<file path="config.mk">
export PLATFORM = sky130hd
export DESIGN_NAME = npi_mul
export DESIGN_NICKNAME = d
export VERILOG_FILES = /design/src/rtl/core/npi_pkg.sv /design/src/rtl/core/npi_mul.sv
export SDC_FILE = /design/constraint.sdc
export NUM_CORES = 2
export LEC_CHECK = 0
export BUFFER_PORTS_ARGS = -buffer_cell sky130_fd_sc_hd__buf_2
export CORE_MARGIN = 2
export CORE_UTILIZATION = 40
export CTS_BUF_LIST = sky130_fd_sc_hd__clkbuf_2 sky130_fd_sc_hd__clkbuf_4 sky130_fd_sc_hd__clkbuf_8
export DETAILED_ROUTE_END_ITERATION = 7
export GPL_TIMING_DRIVEN = 0
export HOLD_SLACK_MARGIN = 0.06
export PLACE_DENSITY = 0.53
export SYNTH_ARGS = -nofsm -noshare
export SYNTH_HDL_FRONTEND = slang
export SYNTH_SLANG_ARGS = --single-unit
</file>
<file path="constraint.sdc">
create_clock -name clk -period 10.18 [get_ports clk]
set_input_delay 1.018 -clock clk [delete_from_list [all_inputs] [get_ports clk]]
set_output_delay 1.018 -clock clk [all_outputs]
set_load 0.05 [all_outputs]
</file>
<file path="src/rtl/core/npi_pkg.sv">
// Shared widths, status codes and defaults for the Neville interpolator core.
`timescale 1ns / 1ps

package npi_pkg;

    localparam int XW          = 32;           // abscissa, Q15.16
    localparam int YW          = 48;           // ordinate and value, Q31.16
    localparam int PW          = XW + YW + 1;  // signed product
    localparam int FW          = PW + 1;       // signed product difference
    localparam int DW          = XW + 1;       // abscissa difference magnitude
    localparam int NW          = FW + 1;       // doubled numerator plus half divisor
    localparam int RW          = DW + 1;       // doubled divisor and remainder
    localparam int MAX_PTS_DEF = 16;

    localparam logic [1:0] STAT_OK    = 2'd0;
    localparam logic [1:0] STAT_EQUAL = 2'd1;
    localparam logic [1:0] STAT_OVF   = 2'd2;
    localparam logic [1:0] STAT_SAT   = 2'd3;

endpackage

</file>
<file path="src/rtl/core/npi_mul.sv">
// Two-pass signed multiplier for abscissa by ordinate products.
`timescale 1ns / 1ps

module npi_mul (
    input  logic                          clk,
    input  logic                          rst_n,
    input  logic                          start,
    input  logic signed [npi_pkg::XW-1:0] a,
    input  logic signed [npi_pkg::YW-1:0] b,
    output logic                          done,
    output logic signed [npi_pkg::PW-1:0] prod
);
    import npi_pkg::*;

    localparam int HW = YW / 2;

    typedef enum logic [1:0] {M_IDLE, M_LO, M_HI, M_SGN} mstate_t;

    mstate_t         state_reg;
    logic            done_reg;
    logic [XW-1:0]   ma_reg;
    logic [YW-1:0]   mb_reg;
    logic [PW-2:0]   acc_reg;
    logic            neg_reg;
    logic [PW-1:0]   prod_reg;

    always_ff @(posedge clk or negedge rst_n)
    begin
        if (!rst_n)
        begin
            state_reg <= M_IDLE;
            done_reg  <= 1'b0;
        end
        else
        begin
            done_reg <= 1'b0;
            case (state_reg)
                M_IDLE:
                begin
                    if (start)
                        state_reg <= M_LO;
                end
                M_LO:    state_reg <= M_HI;
                M_HI:    state_reg <= M_SGN;
                M_SGN:
                begin
                    done_reg  <= 1'b1;
                    state_reg <= M_IDLE;
                end
                default: state_reg <= M_IDLE;
            endcase
        end
    end

    always_ff @(posedge clk)
    begin
        case (state_reg)
            M_IDLE:
            begin
                ma_reg  <= a[XW-1] ? XW'(-a) : XW'(a);
                mb_reg  <= b[YW-1] ? YW'(-b) : YW'(b);
                neg_reg <= a[XW-1] ^ b[YW-1];
            end
            M_LO:    acc_reg <= (PW-1)'(ma_reg * mb_reg[HW-1:0]);
            M_HI:    acc_reg <= acc_reg + ((PW-1)'(ma_reg * mb_reg[YW-1:HW]) << HW);
            M_SGN:   prod_reg <= neg_reg ? PW'(-{1'b0, acc_reg}) : {1'b0, acc_reg};
            default: acc_reg <= acc_reg;
        endcase
    end

    assign done = done_reg;
    assign prod = $signed(prod_reg);

endmodule

</file>
==> results.yml <==
run_status:
  status: "finished, final reports clean"
layout:
  areaGrowthSynthToFinish_pct: 9.41
  utilization_pct: 44.0
  final_net_count: 8899
  layout-drive-gt1-share_pct: 7.94
  final_common_cell: "inv_1"
  multi_input_area_um2: 49000
  regArea_um2: 7340
  design_area_um2: 68700
  fillers: 15600
  largest_reg_flops: 81
  final_cell_mix: "inv_1 (1390), fa_1 (1315), nand2_1 (1123)"
synth:
  synth_cell_types: 81
  synth_area_um2: 62800
  synthFlopType: "edfxtp_1"
  ys_ff_latch: 245
  synth_cells: 6817
  ys_seq_area_share_pct: 11.7
  yosys_warnings: 0
  synth_top_area_share_pct: 42.0
  yosysTopAreaCell: "fa_1"
  avgSynthCellArea_um2: 9.21
  synth_nets: 8648
  synth_edf_count: 242
  synthTopCellsByArea: "fa_1 (42%), edfxtp_1 (12%), ha_1 (8.6%)"
  ys_async_sr_fraction_pct: 1.22
routing:
  top_layer: "met5"
  drt-met1-wl_um: 95300
  avgRoutedWirePerCell_um: 25.7
  remaining_drc_errors: 0
  dr.pass1.iters: 6
  wl_um: 236000
  dr_wl_met2_um: 107000
  route.met3.wl_um: 19900
  drt_iter0_drc: 3864
  num_vias: 49300
  final_antenna_net_count: 0
  viasPerCell: 5.37
clock_tree:
  clock-sinks: 245
  clk_latency_ns: 0.74
  clockBufferDepth: 3
  cts_max_level: 2
  cts_buffers: 48
  cts_root_buf: "clkbuf_8"
  cts_tree: "built"
  clkSlewWorstSetupHoldPaths_ns: 0.06
sta:
  final_hold_viol_count: 0
  finalMaxSlewViolations: 0
  skew_ns: 0.0667
  setup_viol: 0
  tightest_slew_ns: 1.29
  min_period_over_period_pct: 97.8
  worst_slack_ns: 0.222
  max-slew-margin-rel_pct: 13.5
  period_needed_ns: 9.96
  fmax_mhz: 100
  rsz0062_at_grt: "true"
setup_path:
  endpoint_kind: "flip-flop"
  critPathArrivalTime_ns: 10.43
  cp_num_buf_inv: 7
  worstSetupPathType: "reg2reg"
  critPathSlowestCell: "fa_1"
  cp_common_cell: "fa_1"
  cp-start-kind: "flip-flop"
  r2r-start: "ma_reg[6]$_DFFE_PN_"
  cp_top_family: "adder cells"
  setup.worst_path.start: "ma_reg[6]$_DFFE_PN_"
  cp.required_ns: 10.66
  max_stage_delay_ns: 0.56
  critPathMaxFanout: 10
run:
  cap_violations: 0
global_route:
  antenna_found_initial: 43
  grt_overflow: 0
  gr-usage-all-layers_pct: 29.8
  grt_pass1_vias: 50100
  grt_max_degree: 63
  grt_pass1_wl_um: 340000
floorplanning:
  dieWidth_um: 400
  core.rowCount: 145
  chipHeight_um: 400
  ios: 165
  initial_utilization_pct: 40.2
  die_area_um2: 160000
  core_area_um2: 156000
placed_design:
  dp_hpwl_um: 201000
  place_ws_ns: -2.04
  io_buffers: 164
  place.gp.congestion: 0.998
  place_area_um2: 66300
min_path:
  worstHoldStart: "a[0]"
  hold_class: "in2reg"
synth_stat cells (5+ instances only):
master and number:
a2111oi_0 6, a211oi_1 8, a21o_1 107, a21oi_1 176, a31oi_1 23, and2_1 605
and3_1 16, buf_1 12, buf_2 5, clkbuf_1 358, edfxtp_1 242, fa_1 1317
ha_1 431, inv_1 1390, nand2_1 1126, nand2b_1 26, nand3_1 37, nand4_1 27
nor2_1 86, nor2b_1 24, nor3_1 21, nor4_1 17, o211ai_1 8, o21a_1 19
o21ai_0 171, o21bai_1 27, o31ai_1 46, o41ai_1 23, or2_2 10, or3_1 29
or4_1 17, xnor2_1 251, xor2_1 55
path summary, 6_finish.rpt:
| check | endpoint | slack [ns] | cells after the start |
|---|---|---|---|
| max | acc_reg[79]$_SDFFCE_PN0P_ | 0.22 | 35 |
| min | ma_reg[0]$_DFFE_PN_ | 0.50 | 1 |
| max reg2reg | acc_reg[79]$_SDFFCE_PN0P_ | 0.22 | 35 |
| min reg2reg | prod[0]$_DFFE_PP_ | 0.53 | 0 |
| max in group asynchronous | state_reg[0]$_DFFE_PN0P_ | 9.47 | 2 |
| min in group asynchronous | done$_DFF_PN0_ | 0.61 | 2 |
kinds of logic after synthesis:
| logic type | after synthesis | share of synthesized area [%] |
|---|---|---|
| AND/OR/NAND/NOR | 2068 | 15.8 |
| buffers and inverters | 1765 | 10.6 |
| adder cells (fa/ha/maj) | 1748 | 50.6 |
| AO/OA/AOI/OAI | 678 | 6.98 |
| XOR/XNOR | 306 | 4.27 |
| flip-flops | 245 | 11.7 |
| multiplexers | 7 | 0.118 |
cell type report:
cell class | instances | share of cell area (%)
Clock inverter | 24 | 0.217
Buffer | 361 | 3.13
Inverter | 1390 | 7.60
Multi-Input combinational cell | 4807 | 71.4
Antenna cell | 26 | 0.0947
Clock buffer | 65 | 1.15
Timing Repair Buffer | 215 | 2.00
Sequential cell | 245 | 10.7
Tap cell | 2058 | 3.75
repair_timing:
action / in CTS / in global routing
buffers inserted: 24 / 23
gates resized for setup: 297 / 226
hold buffers: 1 / 0
pin swaps: 3 / 14
hold endpoints to repair: 3 / 0
endpoints found under the setup margin: 33 / 18
per-stage QoR:
stage / hold slack, ns / instances / TNS, ns
after floorplan: 0.468 / 6817 / 0
after global placement: 0.505 / 9039 / -39.46
after detailed placement: 0.521 / 9042 / -31.77
after CTS: 0.459 / 9154 / 0
after global routing: 0.516 / 9167 / -0.0492
final: 0.504 / 9191 / 0
metal layers:
layer	vias to the layer above	track usage (%)
met1	25400	39.6
met3	510	5.40
met5	-	0
li1	21200	-
met2	2128	46.6
met4	16	14.9
Power is not shown: default switching activity piles up to over one toggle a cycle in this logic, so the estimate is an artifact.
