<file path="src/rtl/core/npi_pkg.sv">
// Shared widths, status codes and defaults for the Neville interpolator core.
`timescale 1ns / 1ps

package npi_pkg;

    localparam int XW          = 32;           // abscissa, Q15.16
    localparam int YW          = 48;           // ordinate and value, Q31.16
    localparam int PW          = XW + YW + 1;  // signed product
    localparam int FW          = PW + 1;       // signed product difference
    localparam int DW          = XW + 1;       // abscissa difference magnitude
    localparam int NW          = FW + 1;       // doubled numerator plus half divisor
    localparam int RW          = DW + 1;       // doubled divisor and remainder
    localparam int MAX_PTS_DEF = 16;

    localparam logic [1:0] STAT_OK    = 2'd0;
    localparam logic [1:0] STAT_EQUAL = 2'd1;
    localparam logic [1:0] STAT_OVF   = 2'd2;
    localparam logic [1:0] STAT_SAT   = 2'd3;

endpackage

</file>
<file path="src/rtl/core/npi_div.sv">
// Bit-serial restoring divider with round-to-nearest and 48-bit saturation.
`timescale 1ns / 1ps

module npi_div (
    input  logic                          clk,
    input  logic                          rst_n,
    input  logic                          start,
    input  logic [npi_pkg::NW-1:0]        dividend,
    input  logic [npi_pkg::RW-1:0]        divisor,
    input  logic                          neg,
    output logic                          done,
    output logic                          sat,
    output logic signed [npi_pkg::YW-1:0] quot
);
    import npi_pkg::*;

    localparam int QW = YW + 1;
    localparam int CNW = $clog2(NW + 1);

    typedef enum logic [1:0] {D_IDLE, D_RUN, D_FIN} dstate_t;

    dstate_t         state_reg;
    logic            done_reg;
    logic [CNW-1:0]  cnt_reg;
    logic [NW-1:0]   num_reg;
    logic [RW-1:0]   den_reg;
    logic [RW-1:0]   rem_reg;
    logic [QW-1:0]   q_reg;
    logic            big_reg;
    logic            neg_reg;
    logic            sat_reg;
    logic [YW-1:0]   quot_reg;
    logic [RW:0]     rem_sh;
    logic            ge;
    logic [QW-1:0]   lim;

    assign rem_sh = {rem_reg, num_reg[NW-1]};
    assign ge     = rem_sh >= {1'b0, den_reg};
    assign lim    = neg_reg ? QW'(1) << (YW - 1) : (QW'(1) << (YW - 1)) - QW'(1);

    always_ff @(posedge clk or negedge rst_n)
    begin
        if (!rst_n)
        begin
            state_reg <= D_IDLE;
            done_reg  <= 1'b0;
            cnt_reg   <= '0;
        end
        else
        begin
            done_reg <= 1'b0;
            case (state_reg)
                D_IDLE:
                begin
                    if (start)
                    begin
                        cnt_reg   <= CNW'(NW - 1);
                        state_reg <= D_RUN;
                    end
                end
                D_RUN:
                begin
                    cnt_reg <= cnt_reg - CNW'(1);
                    if (cnt_reg == '0)
                        state_reg <= D_FIN;
                end
                D_FIN:
                begin
                    done_reg  <= 1'b1;
                    state_reg <= D_IDLE;
                end
                default: state_reg <= D_IDLE;
            endcase
        end
    end

    always_ff @(posedge clk)
    begin
        case (state_reg)
            D_IDLE:
            begin
                num_reg <= dividend;
                den_reg <= divisor;
                neg_reg <= neg;
                rem_reg <= '0;
                q_reg   <= '0;
                big_reg <= 1'b0;
            end
            D_RUN:
            begin
                num_reg <= num_reg << 1;
                rem_reg <= ge ? RW'(rem_sh - {1'b0, den_reg}) : RW'(rem_sh);
                big_reg <= big_reg | q_reg[QW-1];
                q_reg   <= {q_reg[QW-2:0], ge};
            end
            D_FIN:
            begin
                if (big_reg || q_reg > lim)
                begin
                    sat_reg  <= 1'b1;
                    quot_reg <= neg_reg ? YW'(-lim) : YW'(lim);
                end
                else
                begin
                    sat_reg  <= 1'b0;
                    quot_reg <= neg_reg ? YW'(-q_reg) : YW'(q_reg);
                end
            end
            default: q_reg <= q_reg;
        endcase
    end

    assign done = done_reg;
    assign sat  = sat_reg;
    assign quot = $signed(quot_reg);

endmodule

</file>
<file path="config.mk">
export PLATFORM = sky130hd
export DESIGN_NAME = npi_div
export DESIGN_NICKNAME = d
export VERILOG_FILES = /design/src/rtl/core/npi_pkg.sv /design/src/rtl/core/npi_div.sv
export SDC_FILE = /design/constraint.sdc
export NUM_CORES = 1
export LEC_CHECK = 0
export BUFFER_PORTS_ARGS = -buffer_cell sky130_fd_sc_hd__clkbuf_2
export CORE_ASPECT_RATIO = 1.75
export CORE_MARGIN = 3
export CORE_UTILIZATION = 45
export CTS_CLUSTER_DIAMETER = 40
export CTS_CLUSTER_SIZE = 10
export DETAILED_ROUTE_END_ITERATION = 7
export PLACE_DENSITY = 0.67
export SYNTH_ARGS = -nofsm -noshare
export SYNTH_HDL_FRONTEND = slang
export SYNTH_SLANG_ARGS = --single-unit
export TNS_END_PERCENT = 10
</file>
<file path="constraint.sdc">
create_clock -name clk -period 7.1 [get_ports clk]
set_clock_uncertainty 0.05 [all_clocks]
set_input_delay 1.42 -clock clk [delete_from_list [all_inputs] [get_ports clk]]
set_output_delay 1.42 -clock clk [all_outputs]
set_load 0.02 [all_outputs]
</file>
==> impl_metrics.toml <==
[status]
status = "finished, violations left"
violations = "DRC"

[layout]
n_antenna_cell = 0
syn_to_final_growth_pct = 16.9
nNetsFinal = 1743
largest_reg_flops = 83
drive_gt1_share_pct = 16.8
final_cells = 1950

[global_routing]
overflow = 0
grt_pass1_vias = 11221
grt_start_max_net_pins = 84
grt_pass1_wl_um = 56800
antenna_found_initial = 0
grtUsageTotal_pct = 20.5

[logic_synthesis]
synth_flop_cell = "edfxtp_1"
yosys.area_share.simple_pct = 17.9
synth-edff-count = 251
synth-xor-area-share_pct = 1.89
synth_top_family_by_area = "simple AND/OR/NAND/NOR gates"
synthCells = 1374
seq_area_frac_synth_pct = 54.3
yosys_warnings = 0
yosys.cell_types.count = 67
async_flop_share_pct = 3.83
synth-seq-cells = 261
synthMuxAreaShare_pct = 1.75
synth_adder_area_share_pct = 7.55
netlist_area_sq_um = 14300
synth_compound_area_share_pct = 13.3
avgSynthCellArea_sq_um = 10.4
synth_fp_nets = 1581

[route]
drtIter0Drc = 742
drcViolationCount = 1
first_pass_iters = 7
num_vias = 11074
wl_um = 35400
wl_per_cell_um = 18.1
vias_per_cell = 5.68
ant_nets = 0

[cts]
tritoncts = "yes"
post_cts_buffers = 0
cts_root_buf = "clkbuf_16"
path_clk_slew_ns = 0.05
hold_buffers = 0
clockBufferDepth = 3
clkSinkCount = 261
clkLatencyLatePin_ns = 0.53
cts_resized = 0
h-tree-depth = 2
numCtsBuffers = 37

[sta]
setup_tns_ns = 0
tightest_slew_ns = 1.23
setup_viol = 0
hold_slack_ns = 0.430
rsz0062_at_grt = "no"
min_period_ns = 5.40
max_clock_freq_ghz = 0.185
timing.final.crit_share_pct = 76.0
hold_viol_final = 0
slew_headroom_pct = 17.8
maxSlewViolCount = 0

[die]
ios = 171
die_y_um = 242
fp.coreArea_sq_um = 31100
die_width_um = 141
fp.dieArea_sq_um = 34100
row_count = 85
initial_utilization_pct = 46.2

[critical_path]
worst_path_max_delay_cell = "a2111oi_0"
cp-start-kind = "flop"
cp_top_family = "compound AO/OA/AOI/OAI gates"
cp-startpoint = "neg_reg"
rr_startpoint = "neg_reg"
cp_max_fo = 65
worstSetupEndpointType = "flop"
max_stage_delay_ns = 0.80
worstSetupPathType = "reg2reg"
critPathArrivalTime_ns = 5.56
cp.buffers_inverters = 4
required_ns = 7.26
crit_chain = "buf_12, inv_2, ha_1, nor2_1, nor2_1, a21oi_1, a2111oi_0, o221ai_1, nand2_1, clkinv_1, nand2_1, buf_4, o311ai_0"

[place]
placed_cells = 1888
io_buffers = 170
dp_hpwl_um = 24700
place.gp.congestion = 0.879

[flow_run]
maxCapViolations = 0

[pwr]
ir_worst_vdd_uv = 266
power_mw = 7.31
p_leak_nw = 7.36
power_density_nw_per_um2 = 436

[worst_hold_path]
holdCritStartpoint = "cnt_reg[5]"
hold_path.class = "reg2reg"
cells in the final DEF, fill, tap and decap left out, types with 37 or more instances in the layout:
cell,netlist,final
a21o_1,43,43
o21ai_0,59,59
edfxtp_1,251,251
ha_1,85,85
inv_1,62,61
clkbuf_2,0,170
nor2_1,87,85
a21oi_1,66,66
nand2_1,299,298
clkbuf_16,0,37
where the power goes:
| part | switching (mW) | internal (mW) |
|---|---|---|
| Sequential | 0.383 | 2.46 |
| Clock | 0.682 | 1.11 |
| Combinational | 1.58 | 1.10 |
synth_stat cells (all sizes together) (9+ instances only):
cell | instances | area (sq um)
nand2 | 299 | 1120
edfxtp | 251 | 7540
nor2 | 87 | 327
ha | 85 | 1060
a21oi | 66 | 330
inv | 63 | 236
o21ai | 60 | 300
clkbuf | 48 | 180
a21o | 43 | 323
and2 | 34 | 214
mux2i | 24 | 240
nor3 | 24 | 120
nand3 | 22 | 110
o311ai | 20 | 175
or3 | 18 | 121
nor4 | 16 | 100
xor2 | 16 | 140
nand4 | 15 | 93.8
xnor2 | 15 | 131
a31oi | 13 | 81.3
o221ai | 11 | 96.3
a211oi | 10 | 75.1
dfrtp | 10 | 250
buf | 9 | 46.3
path summary, 6_finish.rpt:
check / endpoint / slack, ns / cells after the start
setup / recovery: quot[8] / 1.70 / 13
hold / removal: cnt_reg[5] / 0.43 / 1
setup reg to reg: quot[8] / 1.70 / 13
hold reg to reg: cnt_reg[5] / 0.43 / 1
max in group asynchronous: cnt_reg[3] / 6.08 / 1
min in group asynchronous: cnt_reg[5] / 0.71 / 1
area by class of cell:
type	instances	area [sq um]
Sequential cell	261	7790
Clock buffer	46	960
Fill cell	2758	14300
Inverter	64	244
Timing Repair Buffer	180	938
Multi-Input combinational cell	992	6130
Tap cell	391	489
Clock inverter	16	216
metal layers:
metal	track usage, %	up-vias	share of wire, %
met2	37.9	308	55
li1	-	5363	-
met3	2.67	89	4.2
met1	23.0	5314	37
met5	0	-	0
met4	9.41	0	3.8
kinds of logic after synthesis:
logic type	after synthesis
mux	25
xor+xnor	31
fa+ha+maj	86
flops	261
simple gates	564
compound gates	286
buf+inv	121
through the flow:
step / setup WS (ns) / cell area [sq um] / utilization (%)
detailed placement: 1.74 / 15600 / 50.2
finish: 1.70 / 16800 / 54.0
floorplan: 1.24 / 14300 / -
global placement: 1.99 / 15600 / 50.2
global route: 1.24 / 16800 / 54.0
CTS: 1.73 / 16800 / 54.0
(Power assumes the default switching activity.)
